[src/cpi_pkg.sv]
// ----------------------------------------------------------------------------
// cpi_pkg
// Shared types for the Coons patch interpolator: term codes, config indices,
// FSM state, controller-to-datapath command bundle.
// ----------------------------------------------------------------------------
package cpi_pkg;

	localparam int WEIGHT_BITS = 17;
	localparam int WPROD_BITS  = 33;
	localparam int ROOT_BITS   = 13;
	localparam int RAD_BITS    = 26;
	localparam int REM_BITS    = 16;

	typedef enum logic [2:0] {
		TERM_B0_I  = 3'd0,
		TERM_B2_I  = 3'd1,
		TERM_B3_J  = 3'd2,
		TERM_B1_J  = 3'd3,
		TERM_C00   = 3'd4,
		TERM_C10   = 3'd5,
		TERM_C11   = 3'd6,
		TERM_C01   = 3'd7
	} term_t;

	typedef enum logic [1:0] {
		CFG_LAST_INDEX = 2'd0,
		CFG_STEP       = 2'd1,
		CFG_NORMALIZE  = 2'd2
	} cfg_idx_t;

	typedef enum logic [8:0] {
		S_IDLE = 9'b000000001,
		S_WGT  = 9'b000000010,
		S_CORN = 9'b000000100,
		S_RUN  = 9'b000001000,
		S_RND  = 9'b000010000,
		S_SQ   = 9'b000100000,
		S_ARG  = 9'b001000000,
		S_ROOT = 9'b010000000,
		S_DONE = 9'b100000000
	} state_t;

	typedef struct packed {
		logic  cap;
		logic  wgt;
		logic  corn;
		logic  rd_en;
		term_t term;
		logic  rnd;
		logic  sq;
		logic  arg;
		logic  root_step;
	} dp_cmd_t;

endpackage

[src/cpi_ctrl.sv]
// ----------------------------------------------------------------------------
// cpi_ctrl
// Sequencer: weights, eight boundary reads, rounding, optional square root.
// ----------------------------------------------------------------------------
module cpi_ctrl
	import cpi_pkg::*;
(
	input  logic    clk,
	input  logic    arst_n,
	input  logic    start,
	input  logic    op,
	input  logic    normalize,
	output logic    busy,
	output logic    done,
	output dp_cmd_t cmd
);

	state_t     state_q;
	state_t     state_nx;
	logic [3:0] cnt_q;
	logic       query;

	assign query = start && op && (state_q == S_IDLE);
	assign busy  = (state_q != S_IDLE);
	assign done  = (state_q == S_DONE);

	always_comb begin
		state_nx = state_q;
		case (state_q)
			S_IDLE: if (query) state_nx = S_WGT;
			S_WGT:  state_nx = S_CORN;
			S_CORN: state_nx = S_RUN;
			S_RUN:  if (cnt_q == 4'd9) state_nx = S_RND;
			S_RND:  state_nx = normalize ? S_SQ : S_DONE;
			S_SQ:   state_nx = S_ARG;
			S_ARG:  state_nx = S_ROOT;
			S_ROOT: if (cnt_q == 4'(ROOT_BITS - 1)) state_nx = S_DONE;
			S_DONE: state_nx = S_IDLE;
			default: state_nx = S_IDLE;
		endcase
	end

	always_ff @(posedge clk or negedge arst_n) begin
		if (!arst_n) begin
			state_q <= S_IDLE;
			cnt_q   <= '0;
		end else begin
			state_q <= state_nx;
			if (state_q != state_nx) begin
				cnt_q <= '0;
			end else begin
				cnt_q <= cnt_q + 4'd1;
			end
		end
	end

	always_comb begin
		cmd           = '0;
		cmd.cap       = query;
		cmd.wgt       = (state_q == S_WGT);
		cmd.corn      = (state_q == S_CORN);
		cmd.rd_en     = (state_q == S_RUN) && !cnt_q[3];
		cmd.term      = term_t'(cnt_q[2:0]);
		cmd.rnd       = (state_q == S_RND);
		cmd.sq        = (state_q == S_SQ);
		cmd.arg       = (state_q == S_ARG);
		cmd.root_step = (state_q == S_ROOT);
	end

	a_done_single: assert property (@(posedge clk) disable iff (!arst_n)
		done |=> !done) else $error("done held longer than one cycle");
	a_rd_in_run: assert property (@(posedge clk) disable iff (!arst_n)
		cmd.rd_en |-> (state_q == S_RUN)) else $error("read outside run phase");
	a_query_start: assert property (@(posedge clk) disable iff (!arst_n)
		query |=> (state_q == S_WGT)) else $error("query not started");
	a_no_root_off: assert property (@(posedge clk) disable iff (!arst_n)
		(state_q == S_RND) && !normalize |=> done) else $error("root run when off");

endmodule

[config.mk]
export PLATFORM = sky130hd
export DESIGN_NAME = cpi_ctrl
export DESIGN_NICKNAME = d
export VERILOG_FILES = /design/src/cpi_pkg.sv /design/src/cpi_ctrl.sv
export SDC_FILE = /design/constraint.sdc
export NUM_CORES = 1
export LEC_CHECK = 0
export ABC_AREA = 0
export BUFFER_PORTS_ARGS = -buffer_cell sky130_fd_sc_hd__buf_4
export CELL_PAD_IN_SITES_DETAIL_PLACEMENT = 0
export CELL_PAD_IN_SITES_GLOBAL_PLACEMENT = 1
export CORE_UTILIZATION = 35
export CTS_BUF_LIST = sky130_fd_sc_hd__clkbuf_4 sky130_fd_sc_hd__clkbuf_8 sky130_fd_sc_hd__clkbuf_16
export CTS_CLUSTER_DIAMETER = 60
export DETAILED_ROUTE_END_ITERATION = 12
export GPL_TIMING_DRIVEN = 0
export PLACE_DENSITY = 0.74
export SYNTH_ARGS = -nofsm -noshare
export SYNTH_HDL_FRONTEND = slang
export SYNTH_SLANG_ARGS = --single-unit
[constraint.sdc]
create_clock -name clk -period 1.55 [get_ports clk]
set_input_delay 0.155 -clock clk [delete_from_list [all_inputs] [get_ports clk]]
set_output_delay 0.155 -clock clk [all_outputs]
set_load 0.03 [all_outputs]
==> results.json, run 1 <==
{
  "yosysSeqAreaShare": 0.411,
  "cts.clk_slew.worst_paths_ps": 90,
  "initial_core_util": 0.389,
  "fmax_mhz": 464,
  "slew_headroom": 0.769,
  "vias_per_cell": 5.19,
  "io-pin-count": 18,
  "synthDominantCellAreaShare": 0.378,
  "finalClockSkew_ps": 5.43,
  "grt_pass1_wl_um": 3520,
  "instances_no_fill": 156,
  "antenna_left": 0,
  "start_kind": "register",
  "violations": "setup timing",
  "grt_antenna_before_repair": 0,
  "drv_cap": 0,
  "hold_violations": 0,
  "yosysWarnings": 0,
  "first_pass_iters": 5,
  "syn_inst": 86,
  "numClockSinks": 13,
  "fp.dieH_um": 49.6,
  "globalplace.congestion": 0.776,
  "grt_usage": 0.192,
  "clk_latency_ps": 290,
  "worst_slew_pin_slew_ps": 346,
  "synth-simple-area-share": 0.350,
  "power_density_nw_per_um2": 1220,
  "grt_remaining_overflow": 0,
  "layout_commonest_cell": "buf_4",
  "antenna_cells": 0,
  "rsz0062_at_grt": "yes",
  "rows": 16,
  "synthesis.nets": 94,
  "hpwlAfterDp_um": 1270,
  "period_share": 1.39,
  "yosysUniqueCellTypes": 35,
  "layout.filler_cells": 170,
  "die_area_um2": 2460,
  "required_ps": 1390,
  "die_w_um": 49.6,
  "grt_max_degree": 14,
  "place_inst": 130,
  "synth_fa_ha_area_frac": 0.0472,
  "hold_class": "input pin to register",
  "syn-cell-area_um2": 795,
  "drcViolationCount": 0,
  "arrival_ps": 2000,
  "io_buffer_count": 17,
  "crit_path_end_kind": "output pin",
  "drtIter0Drc": 11,
  "p_leak_nw": 0.648,
  "fin_nets": 138,
  "critPathMaxFanout": 3,
  "synthTopCellsByArea": "dfrtp_1, nor2_1, ha_1",
  "grt_pass1_vias": 770,
  "area_growth_pct": 75.9,
  "total_power_mw": 1.71,
  "min_period_ps": 2150,
  "vias": 809,
  "synth-compound-area-share": 0.0724,
  "coreArea_um2": 2040,
  "htreeDepth": 1,
  "setup_viol": 19,
  "critPathKind": "register to output pin",
  "status": "finished with violations",
  "final_cell_mix": "buf_4, buf_6, dfrtp_1, nor2_1, nor2_4",
  "hold_ws_ps": 56.2,
  "synth_top_area_cell": "dfrtp_1",
  "synth.area.mux_share": 0.0126,
  "design_area_um2": 1400,
  "syn_area_per_cell_um2": 9.24,
  "synth_xor_xnor_area_share": 0.0441,
  "ctsLongestPathBuffers": 2,
  "cts_tree": "built",
  "routed_wl_um": 2190,
  "vdd_ir_drop_max_v": 0.000773,
  "final_layout_size_suffix_gt1_frac": 0.605,
  "numCtsBuffers": 3,
  "place_area_um2": 1000,
  "setup_ws_ps": -604,
  "clockRootBuffer": "clkbuf_4",
  "ys_ff_latch": 13,
  "maxSlewViolCount": 0,
  "wl_per_cell_um": 14.0,
  "synth_top_family_by_area": "simple AND/OR/NAND/NOR gates"
}
worst max-delay path, cell delays in order (launching register included):
cell and delay [ps]:
dfrtp_1 410, or3_4 380, or4b_4 540, nor3b_4 220
buf_6 150
cell families (layout without fill, tap and decap cells):
logic type      Yosys count  after routing
xor+xnor                  4              4
flops                    13             13
simple gates             47             47
compound gates            9              9
mux                       1              1
fa+ha+maj                 3              3
buf+inv                   9             52
stage by stage:
step | TNS, ps | setup slack (ps) | utilization
after global routing | -5670 | -639 | 0.684
after global placement | -3830 | -421 | 0.491
after detailed placement | -3830 | -426 | 0.491
after floorplan | -1160 | -298 | -
final | -4670 | -604 | 0.684
after CTS | -4020 | -583 | 0.657
timing repair:
| action | 4_1_cts | 5_1_grt |
|---|---|---|
| endpoints found under the hold margin | 13 | 0 |
| hold buffers | 1 | 0 |
| cloned | 0 | 0 |
| pin swaps | 15 | 13 |
| setup endpoints to repair | 20 | 19 |
| resized for setup | 41 | 10 |
| buffers inserted | 18 | 9 |
power breakdown:
| group | internal, mW | switching, mW |
|---|---|---|
| combinational | 0.545 | 0.480 |
| sequential | 0.398 | 0.0587 |
| clock | 0.0960 | 0.131 |
synth_stat cells:
cell	count
and3_1	2
nor3b_2	1
or3_1	1
a211oi_1	1
nand3_1	3
xnor2_1	1
a31oi_1	2
dfrtp_1	12
nor3_1	2
buf_2	1
or4_2	1
nor2b_1	3
inv_1	4
a21boi_1	1
a21oi_1	1
buf_4	4
nor2_1	14
a22o_1	1
and2_1	1
nand3b_1	2
nor4_1	3
ha_1	3
o22ai_1	1
or4b_2	1
or4b_4	1
dfstp_2	1
nand4_1	1
nand2_1	5
xor2_1	3
and4_1	1
mux2i_1	1
o21ai_0	2
nor4b_1	2
nor3b_1	2
or3_4	1
flip-flops by register name, indices dropped and copies added, names as in the netlist:
name and cells:
state_q 9, cnt_q 4
per-layer routing:
layer  share of wire  GRT usage  up-vias  wire, µm
met3           0.021     0.0185        4        47
met5               0          0        -         0
li1                -          -      394         -
met4           0.014     0.0857        0        31
met1            0.43      0.237      397       942
met2            0.53      0.336       14      1170
final timing paths:
check,from,to,slack [ps],cells after the start
min in group asynchronous,arst_n,state_q[1]$_DFF_PN0_,240,2
max in group asynchronous,arst_n,state_q[0]$_DFF_PN1_,1080,2
worst max-delay path,state_q[1]$_DFF_PN0_,cmd[2],-600,4
worst max register to register,state_q[1]$_DFF_PN0_,cnt_q[1]$_DFF_PN0_,-140,8
worst min register to register,cnt_q[0]$_DFF_PN0_,cnt_q[0]$_DFF_PN0_,560,1
worst min-delay path,normalize,state_q[8]$_DFF_PN0_,60,2
layout make-up:
| cell class | instances | area (µm²) | share of cell area |
|---|---|---|---|
| Inverter | 4 | 15.0 | 0.0107 |
| Timing Repair Buffer | 40 | 370 | 0.265 |
| Buffer | 4 | 30.0 | 0.0215 |
| Tap cell | 27 | 33.8 | 0.0242 |
| Clock buffer | 3 | 22.5 | 0.0161 |
| Multi-Input combinational cell | 64 | 589 | 0.422 |
| Sequential cell | 13 | 332 | 0.237 |
| Clock inverter | 1 | 5.00 | 0.00358 |
Power figures use the tool's default switching activity.
==> run 2, diff against run 1 <==
CORE_UTILIZATION = 41   (was 35)
GPL_ROUTABILITY_DRIVEN = 0   (was not set)
PLACE_DENSITY = 0.81   (was 0.74)
clock period = 2.8 ns   (was 1.55 ns; I/O delays follow)
==> results.json, run 2 (synthesis gave the netlist of run 1 again) <==
{
  "power_frac_clock": 0.175,
  "coreArea_um2": 1760,
  "vias": 660,
  "area_growth_pct": 25.0,
  "finalSetupTns_ps": 0,
  "critPathMaxFanout": 7,
  "grt_pass1_vias": 579,
  "antenna_left": 0,
  "cts_tree": "built",
  "min_period_ps": 2330,
  "comb_power_share": 0.446,
  "fmax_mhz": 429,
  "critPathKind": "register to output pin",
  "first_pass_iters": 5,
  "grt_antenna_before_repair": 0,
  "crit_path_end_kind": "output pin",
  "initial_core_util": 0.450,
  "io_buffer_count": 17,
  "htreeDepth": 1,
  "ctsResizeCount": 0,
  "fp.dieH_um": 46.0,
  "die_area_um2": 2120,
  "post_cts_buffers": 0,
  "status": "complete, no violations",
  "rows": 15,
  "r2r_start": "state_q[5]$_DFF_PN0_",
  "vdd_ir_drop_max_v": 0.000348,
  "wl_per_cell_um": 11.9,
  "numCtsBuffers": 3,
  "final_cell_mix": "buf_4, nor2_1, dfrtp_1, nand2_1",
  "hold_path_end": "state_q[8]$_DFF_PN0_",
  "fin_nets": 117,
  "numClockSinks": 13,
  "period_share": 0.833,
  "slowest_stage": "or4b_4",
  "biggestRegsByFlops": "state_q x9, cnt_q x4",
  "start_kind": "register",
  "hold_class": "input pin to register",
  "p_int_uw": 427,
  "clockRootBuffer": "clkbuf_4",
  "worst_slew_pin_slew_ps": 730,
  "finalClockSkew_ps": 7.98,
  "die_w_um": 46.0,
  "switching_share": 0.386,
  "clk_latency_ps": 270,
  "required_ps": 2520,
  "hpwlAfterDp_um": 1190,
  "cts.clk_slew.worst_paths_ps": 80,
  "critPathMaxStageDelay_ps": 540,
  "io-pin-count": 18,
  "hold_violations": 0,
  "setup_viol": 0,
  "grt_remaining_overflow": 0,
  "layout_commonest_cell": "buf_4",
  "top_register": "state_q",
  "power_density_nw_per_um2": 700,
  "power.switching_uw": 269,
  "grt_max_degree": 14,
  "hold_depth": 2,
  "rr_worst_depth": 4,
  "p_leak_nw": 0.501,
  "reg2reg_to": "cnt_q[1]$_DFF_PN0_",
  "rrSetupSlack_ps": 1000,
  "maxSlewViolCount": 0,
  "drtIter0Drc": 14,
  "antenna_cells": 0,
  "crit_chain": "or3_4, or4b_4, nor3b_1, buf_4",
  "largest_reg_flops": 9,
  "place_area_um2": 953,
  "min_from": "normalize",
  "routed_wl_um": 1580,
  "rsz0062_at_grt": "no",
  "final_layout_size_suffix_gt1_frac": 0.296,
  "grt_usage": 0.173,
  "vias_per_cell": 4.96,
  "drv_cap": 0,
  "arrival_ps": 2050,
  "ctsLongestPathBuffers": 2,
  "slew_headroom": 0.510,
  "drcViolationCount": 0,
  "p_seq_frac": 0.379,
  "grt_pass1_wl_um": 2550,
  "design_area_um2": 993
}
[run 2: worst max path at each step]
stage                                    start     end  slack, ps  cells after the start
final                     state_q[1]$_DFF_PN0_  cmd[2]        470                      4
after global routing      state_q[7]$_DFF_PN0_  cmd[2]        380                      4
after CTS                 state_q[1]$_DFF_PN0_  cmd[2]        450                      4
after detailed placement  state_q[1]$_DFF_PN0_  cmd[2]        770                      4
after global placement    state_q[1]$_DFF_PN0_  cmd[2]        770                      4
after floorplan           state_q[1]$_DFF_PN0_  cmd[2]        440                      3
[run 2: area by class of cell]
cell class                 instances  area (µm²)
buffer                             5        35.0
timing repair buffer              18         138
clock buffer                       4        30.0
multi-input combinational         64         418
fill                             176         771
sequential                        13         327
inverter                           4        15.0
tap                               25        31.3
[run 2: power groups by stage]
stage          Combinational (mW)  Clock, mW  Sequential, mW
4_1_cts                     0.314      0.128           0.264
3_3_place_gp                0.306          0           0.265
5_1_grt                     0.341      0.137           0.269
6_report                    0.310      0.122           0.264
2_1_floorplan               0.231          0           0.255
3_5_place_dp                0.312          0           0.267
[run 2: critical path: cells and delay by family (launching register included)]
kind | cells | cell delay (ps)
DFF | 1 | 440
buffers and inverters | 1 | 190
and+or+nand+nor | 3 | 1150
[run 2: what timing repair did]
item	in CTS	in global routing
endpoints found under the setup margin	0	0
hold buffers	1	0
endpoints found under the hold margin	12	0
[run 2: per-layer routing]
metal  up-vias  share of wire  routed length, µm  track usage
met5         -              0                  0            0
met4         0         0.0095                 15       0.0529
met3         2          0.041                 65       0.0595
met2        14           0.46                724        0.265
met1       298           0.49                776        0.227
li1        346              -                  -            -
[run 2: through the flow]
stage               power [mW]  hold WS (ps)   util  setup WS (ps)  instances
floorplan                0.485         -15.6      -            437         86
global placement         0.570           134  0.540            769        128
detailed placement       0.578           134  0.540            771        128
CTS                      0.705           198  0.563            453        133
global route             0.746           187  0.563            381        133
finish                   0.696           205  0.563            469        133
